$ cat config.mk
export PLATFORM = sky130hd
export DESIGN_NAME = satellite_pass_event_detector_top
export DESIGN_NICKNAME = d
export VERILOG_FILES = /design/src/hdl/spd_pkg.sv /design/src/hdl/satellite_pass_event_detector_top.sv /design/src/hdl/spd_track_stage.sv /design/src/hdl/spd_event_out.sv
export SDC_FILE = /design/constraint.sdc
export NUM_CORES = 2
export LEC_CHECK = 0
export BUFFER_PORTS_ARGS = -buffer_cell sky130_fd_sc_hd__buf_4
export CORE_MARGIN = 2
export CORE_UTILIZATION = 30
export DETAILED_ROUTE_END_ITERATION = 6
export HOLD_SLACK_MARGIN = 0.05
export PLACE_DENSITY = 0.42
export SYNTH_ARGS = -nofsm -noshare
export SYNTH_HDL_FRONTEND = slang
export SYNTH_SLANG_ARGS = --single-unit
$ cat constraint.sdc
create_clock -name clock -period 21.9 [get_ports clock]
set_clock_uncertainty 0.1 [all_clocks]
set_input_delay 3.285 -clock clock [delete_from_list [all_inputs] [get_ports clock]]
set_output_delay 3.285 -clock clock [all_outputs]
set_load 0.01 [all_outputs]
$ cat src/hdl/spd_pkg.sv
package spd_pkg;

   typedef enum logic [1:0] {
      EV_ACQ = 2'd0,
      EV_TCA = 2'd1,
      EV_LOS = 2'd2
   } event_kind_type;

   // look record: azimuth in the low bits, then elevation, then range rate
   typedef struct packed {
      logic signed [14:0] range_rate;
      logic signed [15:0] elevation;
      logic [16:0]        azimuth;
   } look_type;

   typedef struct packed {
      logic [3:0]  track;
      logic [31:0] time_tick;
      look_type    look;
   } sample_type;

   // per-track pass record; acquisition time equals the pass start time
   typedef struct packed {
      logic               peaked;
      logic signed [15:0] highest;
      logic [31:0]        start_time;
      look_type           acq_look;
      logic [31:0]        tca_time;
      look_type           tca_look;
   } track_rec_type;

   typedef struct packed {
      logic [3:0]  track;
      logic [31:0] acq_time;
      look_type    acq_look;
      logic [31:0] tca_time;
      look_type    tca_look;
      logic [31:0] los_time;
      look_type    los_look;
      logic [31:0] duration;
   } run_type;

   localparam logic [14:0] MIN_ELEV_RESET = 15'd4289;

endpackage

$ cat src/hdl/satellite_pass_event_detector_top.sv
// Satellite pass event detector: look-angle samples in, AOS/TCA/LOS reports out.
// req channel: one sample per transaction (track index, time, elevation,
//   azimuth, range rate), valid/ready.
// rsp channel: a reported pass is a run of three transactions in order:
//   acquisition, closest approach, loss; last_of_run marks the loss entry.
// csr port: csr_write_enable writes csr_write_data into min_elevation at once.
// Throughput: one sample per cycle unless a run is held back at the output,
//   set by the single compare-and-update pass on one track record between the
//   input register and the output register. The first entry of a run is
//   presented after the loss sample passes the input register and the run is
//   loaded into the output register; the three entries go out on consecutive
//   cycles when rsp_ready stays high. A second run reaching the output while
//   one is still draining holds req_ready low until the last entry of the
//   first run is taken. A stalled receiver holds the run in the output register.
// Reset clears every track to not visible and min_elevation to 4289; the
//   per-track records need no clearing pass.
module satellite_pass_event_detector_top
   import spd_pkg::*;
#(
   parameter int TRACK_COUNT = 16
) (
   input  logic               clock,
   input  logic               reset,
   input  logic               csr_write_enable,
   input  logic [14:0]        csr_write_data,
   input  logic               req_valid,
   output logic               req_ready,
   input  logic [3:0]         req_track_index,
   input  logic [31:0]        req_time_tick,
   input  logic signed [15:0] req_elevation,
   input  logic [16:0]        req_azimuth,
   input  logic signed [14:0] req_range_rate,
   output logic               rsp_valid,
   input  logic               rsp_ready,
   output logic [3:0]         rsp_out_track,
   output logic [1:0]         rsp_event_kind,
   output logic [31:0]        rsp_event_time,
   output logic [16:0]        rsp_event_azimuth,
   output logic signed [15:0] rsp_event_elevation,
   output logic signed [14:0] rsp_event_range_rate,
   output logic [31:0]        rsp_pass_duration,
   output logic               rsp_last_of_run
);

   logic    run_valid;
   logic    run_ready;
   run_type run_data;

   spd_track_stage #(
      .TRACK_COUNT(TRACK_COUNT)
   ) u_track_stage (
      .clock            (clock),
      .reset            (reset),
      .csr_write_enable (csr_write_enable),
      .csr_write_data   (csr_write_data),
      .req_valid        (req_valid),
      .req_ready        (req_ready),
      .req_track_index  (req_track_index),
      .req_time_tick    (req_time_tick),
      .req_elevation    (req_elevation),
      .req_azimuth      (req_azimuth),
      .req_range_rate   (req_range_rate),
      .run_valid        (run_valid),
      .run_data         (run_data),
      .run_ready        (run_ready)
   );

   spd_event_out u_event_out (
      .clock                (clock),
      .reset                (reset),
      .run_valid            (run_valid),
      .run_data             (run_data),
      .run_ready            (run_ready),
      .rsp_valid            (rsp_valid),
      .rsp_ready            (rsp_ready),
      .rsp_out_track        (rsp_out_track),
      .rsp_event_kind       (rsp_event_kind),
      .rsp_event_time       (rsp_event_time),
      .rsp_event_azimuth    (rsp_event_azimuth),
      .rsp_event_elevation  (rsp_event_elevation),
      .rsp_event_range_rate (rsp_event_range_rate),
      .rsp_pass_duration    (rsp_pass_duration),
      .rsp_last_of_run      (rsp_last_of_run)
   );

endmodule

$ cat src/hdl/spd_track_stage.sv
module spd_track_stage
   import spd_pkg::*;
#(
   parameter int TRACK_COUNT = 16
) (
   input  logic               clock,
   input  logic               reset,
   input  logic               csr_write_enable,
   input  logic [14:0]        csr_write_data,
   input  logic               req_valid,
   output logic               req_ready,
   input  logic [3:0]         req_track_index,
   input  logic [31:0]        req_time_tick,
   input  logic signed [15:0] req_elevation,
   input  logic [16:0]        req_azimuth,
   input  logic signed [14:0] req_range_rate,
   output logic               run_valid,
   output run_type            run_data,
   input  logic               run_ready
);

   localparam int AddrWidth = (TRACK_COUNT > 1) ? $clog2(TRACK_COUNT) : 1;

   logic [14:0]            min_elev_ff, min_elev_in;
   logic                   s1_valid_ff, s1_valid_in;
   sample_type             s1_ff, s1_in;
   track_rec_type          rd_ff, rd_in;
   logic [TRACK_COUNT-1:0] visible_ff, visible_in;
   track_rec_type          track_mem [TRACK_COUNT];

   logic [8:0]             req_wide, s1_wide;
   logic [AddrWidth-1:0]   req_addr, s1_addr;
   logic                   s1_in_range;
   logic                   s1_visible;
   track_rec_type          rec_new;
   logic                   wr_need, vis_next, emit_need;
   logic                   s1_advance, accept, commit, wr_en;
   logic signed [16:0]     tca_el_wide, min_el_wide;

   assign req_wide    = {5'd0, req_track_index};
   assign req_addr    = req_wide[AddrWidth-1:0];
   assign s1_wide     = {5'd0, s1_ff.track};
   assign s1_addr     = s1_wide[AddrWidth-1:0];
   assign s1_in_range = s1_wide < 9'(TRACK_COUNT);
   assign s1_visible  = s1_in_range && visible_ff[s1_addr];

   assign tca_el_wide = {rec_new.tca_look.elevation[15], rec_new.tca_look.elevation};
   assign min_el_wide = {2'b00, min_elev_ff};

   always_comb begin
      rec_new   = rd_ff;
      wr_need   = 1'b0;
      vis_next  = s1_visible;
      emit_need = 1'b0;
      if (s1_in_range) begin
         if (!s1_visible) begin
            // acquisition: a rise above the horizon opens the pass
            if (s1_ff.look.elevation > 16'sd0) begin
               rec_new.peaked     = 1'b0;
               rec_new.highest    = 16'sd0;
               rec_new.start_time = s1_ff.time_tick;
               rec_new.acq_look   = s1_ff.look;
               wr_need            = 1'b1;
               vis_next           = 1'b1;
            end
         end else begin
            wr_need = 1'b1;
            if (s1_ff.look.elevation > rd_ff.highest) begin
               rec_new.highest = s1_ff.look.elevation;
            end else if (!rd_ff.peaked) begin
               rec_new.peaked   = 1'b1;
               rec_new.tca_time = s1_ff.time_tick;
               rec_new.tca_look = s1_ff.look;
            end
            if (s1_ff.look.elevation < 16'sd0) begin
               vis_next  = 1'b0;
               emit_need = tca_el_wide >= min_el_wide;
            end
         end
      end
   end

   always_comb begin
      run_data.track    = s1_ff.track;
      run_data.acq_time = rd_ff.start_time;
      run_data.acq_look = rd_ff.acq_look;
      run_data.tca_time = rec_new.tca_time;
      run_data.tca_look = rec_new.tca_look;
      run_data.los_time = s1_ff.time_tick;
      run_data.los_look = s1_ff.look;
      run_data.duration = s1_ff.time_tick - rd_ff.start_time;
   end

   assign run_valid  = s1_valid_ff && emit_need;
   assign s1_advance = !run_valid || run_ready;
   assign req_ready  = s1_advance;
   assign accept     = req_valid && req_ready;
   assign commit     = s1_valid_ff && s1_advance;
   assign wr_en      = commit && wr_need;

   always_comb begin
      s1_valid_in = s1_valid_ff;
      if (accept) begin
         s1_valid_in = 1'b1;
      end else if (s1_advance) begin
         s1_valid_in = 1'b0;
      end

      visible_in = visible_ff;
      if (commit && s1_in_range) begin
         visible_in[s1_addr] = vis_next;
      end

      min_elev_in = csr_write_enable ? csr_write_data : min_elev_ff;

      s1_in.track           = req_track_index;
      s1_in.time_tick       = req_time_tick;
      s1_in.look.azimuth    = req_azimuth;
      s1_in.look.elevation  = req_elevation;
      s1_in.look.range_rate = req_range_rate;

      // same-track write in this cycle wins over the stored record
      rd_in = (wr_en && s1_addr == req_addr) ? rec_new : track_mem[req_addr];
   end

   always_ff @(posedge clock) begin
      if (reset) begin
         s1_valid_ff <= 1'b0;
         visible_ff  <= '0;
         min_elev_ff <= MIN_ELEV_RESET;
      end else begin
         s1_valid_ff <= s1_valid_in;
         visible_ff  <= visible_in;
         min_elev_ff <= min_elev_in;
      end
   end

   always_ff @(posedge clock) begin
      if (wr_en) begin
         track_mem[s1_addr] <= rec_new;
      end
      if (accept) begin
         rd_ff <= rd_in;
         s1_ff <= s1_in;
      end
   end

endmodule

$ cat src/hdl/spd_event_out.sv
module spd_event_out
   import spd_pkg::*;
(
   input  logic               clock,
   input  logic               reset,
   input  logic               run_valid,
   input  run_type            run_data,
   output logic               run_ready,
   output logic               rsp_valid,
   input  logic               rsp_ready,
   output logic [3:0]         rsp_out_track,
   output logic [1:0]         rsp_event_kind,
   output logic [31:0]        rsp_event_time,
   output logic [16:0]        rsp_event_azimuth,
   output logic signed [15:0] rsp_event_elevation,
   output logic signed [14:0] rsp_event_range_rate,
   output logic [31:0]        rsp_pass_duration,
   output logic               rsp_last_of_run
);

   run_type        run_ff;
   logic           out_valid_ff, out_valid_in;
   event_kind_type beat_ff, beat_in;
   look_type       look_sel;
   logic           take;

   assign take      = out_valid_ff && rsp_ready;
   assign run_ready = !out_valid_ff || (rsp_ready && beat_ff == EV_LOS);

   always_comb begin
      out_valid_in = out_valid_ff;
      beat_in      = beat_ff;
      if (run_valid && run_ready) begin
         out_valid_in = 1'b1;
         beat_in      = EV_ACQ;
      end else if (take) begin
         case (beat_ff)
            EV_ACQ:  beat_in = EV_TCA;
            EV_TCA:  beat_in = EV_LOS;
            default: begin
               beat_in      = EV_ACQ;
               out_valid_in = 1'b0;
            end
         endcase
      end
   end

   always_ff @(posedge clock) begin
      if (reset) begin
         out_valid_ff <= 1'b0;
         beat_ff      <= EV_ACQ;
      end else begin
         out_valid_ff <= out_valid_in;
         beat_ff      <= beat_in;
      end
   end

   always_ff @(posedge clock) begin
      if (run_valid && run_ready) begin
         run_ff <= run_data;
      end
   end

   always_comb begin
      case (beat_ff)
         EV_ACQ: begin
            rsp_event_time    = run_ff.acq_time;
            look_sel          = run_ff.acq_look;
            rsp_pass_duration = 32'd0;
         end
         EV_TCA: begin
            rsp_event_time    = run_ff.tca_time;
            look_sel          = run_ff.tca_look;
            rsp_pass_duration = run_ff.duration;
         end
         default: begin
            rsp_event_time    = run_ff.los_time;
            look_sel          = run_ff.los_look;
            rsp_pass_duration = run_ff.duration;
         end
      endcase
   end

   assign rsp_valid            = out_valid_ff;
   assign rsp_out_track        = run_ff.track;
   assign rsp_event_kind       = beat_ff;
   assign rsp_event_azimuth    = look_sel.azimuth;
   assign rsp_event_elevation  = look_sel.elevation;
   assign rsp_event_range_rate = look_sel.range_rate;
   assign rsp_last_of_run      = beat_ff == EV_LOS;

endmodule

# Yosys cells after proc, flatten, opt, wreduce, memory -nomap -nowiden
# Memories as Yosys holds them, arrays and structs flattened. A register that Yosys moved wholly into a read port is not among the register bits.
# Index checks and enable logic that the tools add are counted.
# word_totals
out_inout_bits,121
elab_cells,90
memories,1
input_bits,104
ff_bits,395
ram_bits,2832
# op_classes
n_eq_ne,3
order_cmp,7
add_sub_neg,1
n_mux,34
n_reduce_logical,20
# memory_table
memory,depth,word_bits,rd,rd_clocked_by_memory_dff,wr,line,source
u_track_stage.track_mem,16,177,1,1,1,spd_track_stage.sv:29,track_rec_type track_mem [TRACK_COUNT];
# op_table
operator,n
$mux W80,4
$mux W177,1
$mux W97,1
$pmux W48 S2,1
$pmux W32 S2,1
$mux W32,1
$sub A32 B32 Y32,1
$mux W1,19
$mux W17,1
$bwmux W16,1
$ge A16 B16 Y1,1
$gt A16 B1 Y1 const B,1
$gt A16 B16 Y1,1
$lt A16 B1 Y1 const B,1
$mux W16,1
$logic_and A1 B1 Y1,10
$lt A4 B5 Y1 const B,2
$bmux W1 S4,1
$demux W1 S4,1
$ge A4 B1 Y1 const B,1
$pmux W2 S2,1
$reduce_bool A2 Y1,2
$reduce_or A2 Y1,2
$eq A2 B1 Y1 const B,1
other kinds (6),8

# Depth between registers and ports, before layout
# logic_depth
ltp_word,16
ltp_mapped,26
ltp_nobuf,20

# Modules after synthesis
# Synthesis repeated with hierarchy kept, for this count alone.
# hier_totals
cells_unflattened,6112
hier_area_um2,134551.5
# modules_own_cells
mod,area_each_um2,seq_area_each_um2,instances,cells_each
spd_track_stage,124081.5,93519.7,1,5509
spd_event_out,10470.0,8348.0,1,603

# Worst setup path before layout
# OpenSTA, ideal clock, no wires.
# synth_path
path_kind,reg2reg
startpoint,register u_track_stage.s1_ff (netlist bit u_track_stage.s1_addr[0])
endpoint,"register, netlist name u_track_stage.rd_ff[0]"
path_stages_with_launch,17
arrival_ns,15.571
period_less_slack_ns,16.584
slack_ns,5.316
n_path_buf,5
setup_ns,0.913
path_cell_list,edfxtp_1 buf_6 mux4_2 mux4_2 nand3b_1 clkbuf_1 buf_2 mux2_2 ha_1 a21o_1 a21oi_1 nand2_1 o211a_1 o2111a_1 buf_6 clkbuf_1 nor2b_1
# synth_rtl
item,line,source
"start, declared",spd_track_stage.sv:26,"sample_type s1_ff, s1_in;"
"start signal, assigned",spd_track_stage.sv:144,s1_ff <= s1_in;

==> impl_metrics.ini <==
[global_route]
grt_max_degree = 129
antenna_found_initial = 6
grt_pass1_wl_mm = 528.1
overflow = 0
grt_pass1_vias = 65666
gr-usage-all-layers_pct = 16.57

[timing]
tightest_slew_ns = 1.328
rsz0062_at_grt = false
fmax_mhz = 96.24
period_share_pct = 47.45
slew_headroom_pct = 11.47
finalCriticalPeriod_ns = 10.39
timing.final.ws_setup_ns = 11.51
drv_slew = 0
hold_viol = 0
tns_ns = 0
setup_viol = 0

[placement]
post-dp-hpwl_mm = 202.5
dp_slack_ns = 11.74
place_congestion = 0.7613
postPlaceCellArea_sq_um = 141800
port_buffers = 224

[cts]
clock_latency_ns = 0.97
cts_hold_buf = 0
clock-sinks = 3404
htreeDepth = 5
cts_resized = 0
cts_buffer_depth = 4
clk_pin_slew_ns = 0.06
cts_root_buffer = clkbuf_16
cts_tree = yes
numCtsBuffers = 383
cts_setup_buffers = 0

[finish]
fin_nets = 6500
final_util_pct = 34.96
nFillCells = 40887
fin_area_sq_um = 154100
drive_gt1_share_pct = 31.52
ff_latch_area_sq_um = 101900
multi_input_area_sq_um = 29220
area_growth_pct = 16.30

[synth]
ys_ff_latch = 3404
postSynthAreaPerCell_sq_um = 22.53
synth_flop_cell = edfxtp_1
synth-seq-area-share_pct = 76.87
syn_area_sq_um = 132500
synthCells = 5882
yosysUniqueCellTypes = 58
yosys_warnings = 0
async_flop_share_pct = 0
synth_edf_count = 3369
syn_nets = 6049

[worst_setup_path]
crit_type = reg -> out
critical_path.max_fanout = 23
critPathRequiredTime_ns = 18.51
endpoint_kind = output port
worstPathArrival_ns = 7.01
start_kind = register

[routing]
vias_per_cell = 4.884
routedWlPerCell_um = 29.90
drtAntennaViolNets = 0
finalWirelength_mm = 375.5
drt_iter0_drc = 4816
drc_errors = 0
vias = 61336
first_pass_iters = 5

[pwr]
power_per_cell_area_nw_per_um2 = 94.04
peakVddDrop_v = 0.00005696
power.leakage_nw = 48.18
power.total_mw = 14.49

[floorplanning]
row_count = 244
ioPinCount = 225
start_util_pct = 30.06
coreArea_sq_um = 440800
die_h_um = 668.6
die_x_um = 668.6
dieArea_sq_um = 447100

[job]
maxCapViolations = 0

[worst_hold_path]
hp-class = reg -> reg

[status]
outcome = completed
==> layer usage <==
metal | vias up | track usage (%) | routed length [um] | part of all wire, %
li1 | 25648 | - | - | -
met1 | 34131 | 22.10 | 164700 | 44
met2 | 1162 | 28.93 | 191300 | 51
met3 | 395 | 2.091 | 12070 | 3.2
met4 | 0 | 3.543 | 7479 | 2.0
met5 | - | 0 | 0 | 0
==> sequential cells by signal (all words and copies together), names as in the netlist <==
| name | count |
|---|---|
| u_event_out.rsp_event_kind | 2 |
| u_event_out.rsp_out_track | 4 |
| u_event_out.rsp_valid | 1 |
| u_event_out.run_ff | 272 |
| u_track_stage.min_elev_ff | 15 |
| u_track_stage.rd_ff | 97 |
| u_track_stage.run_data | 160 |
| u_track_stage.s1_addr | 4 |
| u_track_stage.s1_valid_ff | 1 |
| u_track_stage.track_mem | 2832 |
| u_track_stage.visible_ff | 16 |
==> stage by stage <==
step | instances | hold WS, ns
5_1_grt | 12558 | 0.3553
3_5_place_dp | 11852 | 0.3309
4_1_cts | 12557 | 0.3424
2_1_floorplan | 5882 | 0.3174
3_3_place_gp | 11852 | 0.3253
6_report | 12559 | 0.3427
==> cell usage after synthesis (18+ instances only) <==
cell | instances | area share, %
mux4_2 | 844 | 14
nor2_1 | 51 | 0.14
edfxtp_1 | 3369 | 76
buf_1 | 70 | 0.20
o21ai_0 | 118 | 0.45
a21oi_1 | 76 | 0.29
a211oi_1 | 46 | 0.26
nor2b_1 | 84 | 0.40
buf_6 | 18 | 0.15
mux2_4 | 18 | 0.20
dfxtp_1 | 35 | 0.53
inv_1 | 73 | 0.21
mux2i_1 | 149 | 1.1
clkbuf_1 | 206 | 0.58
nand2_1 | 159 | 0.45
ha_1 | 62 | 0.59
mux2_2 | 309 | 2.6
==> layout by cell type, fill, tap and decap left out, types with 7 or more instances in the layout <==
cell type,Yosys,final
bufinv_16,0,33
o211ai_1,11,11
nand2_1,159,158
clkbuf_16,0,388
mux2i_1,149,149
o21ai_1,0,12
xor2_1,13,13
clkinv_1,0,97
mux2_2,309,309
nand3_1,11,11
nor2_4,0,18
a21oi_1,76,76
clkbuf_1,206,92
nor3b_1,10,10
a211oi_1,46,46
inv_1,73,73
nor4_1,9,9
clkinv_8,0,8
nand2b_1,7,7
clkinv_16,0,9
xnor2_1,17,17
a21o_1,17,17
edfxtp_1,3369,3369
dfxtp_1,35,33
o21a_1,8,8
buf_12,0,19
nand4_1,8,8
ha_1,62,62
clkinv_2,0,66
buf_4,4,352
o21ai_0,118,103
nor2_1,51,32
nor2b_1,84,83
mux2_4,18,18
mux4_2,844,844
==> worst max-delay path: stages, from the launching register on <==
cell and delay (ns):
edfxtp_1 0.55, ha_1 0.38, a21o_1 0.18, a21o_1 0.18
a21oi_1 0.16, o2111ai_1 0.13, o31ai_1 0.64, nand3b_1 0.72
buf_4 0.53, mux2_2 0.54, ha_1 0.32, a21o_1 0.19
a21oi_1 0.23, nand2_1 0.08, o211a_1 0.24, o211ai_1 0.63
inv_1 0.09, nand2_1 0.09, buf_4 0.12
==> where the power goes <==
part	switching, mW	leakage, nW	internal [mW]
clock network	2.65	5.99	3.66
logic	0.484	11.4	0.296
registers	0.0661	30.8	7.34
total	3.20	48.2	11.3
==> area by class of cell <==
cell class                      instances  share of cell area, %
Antenna cell                            2               0.003247
Tap cell                             5904                  4.793
Timing Repair Buffer                  375                  2.000
Sequential cell                      3404                  66.10
Multi-Input combinational cell       2095                  18.96
Inverter                               74                 0.1802
Clock buffer                          482                  6.542
Clock inverter                        223                  1.425
==> path summary, 6_finish.rpt <==
kind	cells past startpoint	slack, ns	to	from
worst min-delay path	0	0.34	u_event_out.run_ff[234]	u_track_stage.run_data[234]
worst max register to register	21	11.81	u_track_stage.track_mem[11][65]	u_track_stage.run_data[58]
worst min register to register	0	0.34	u_event_out.run_ff[234]	u_track_stage.run_data[234]
worst max-delay path	18	11.51	req_ready	u_track_stage.run_data[58]
==> kinds of logic after synthesis <==
kind of cell	synth area share (%)
buffers and inverters	1.209
and+or+nand+nor	1.328
AOI/OAI and AO/OA	1.438
muxes	18.36
adders and majority gates	0.6005
xor gates and xnor gates	0.1983
DFF	76.87
Note: power is estimated with default switching activity, not from simulation.
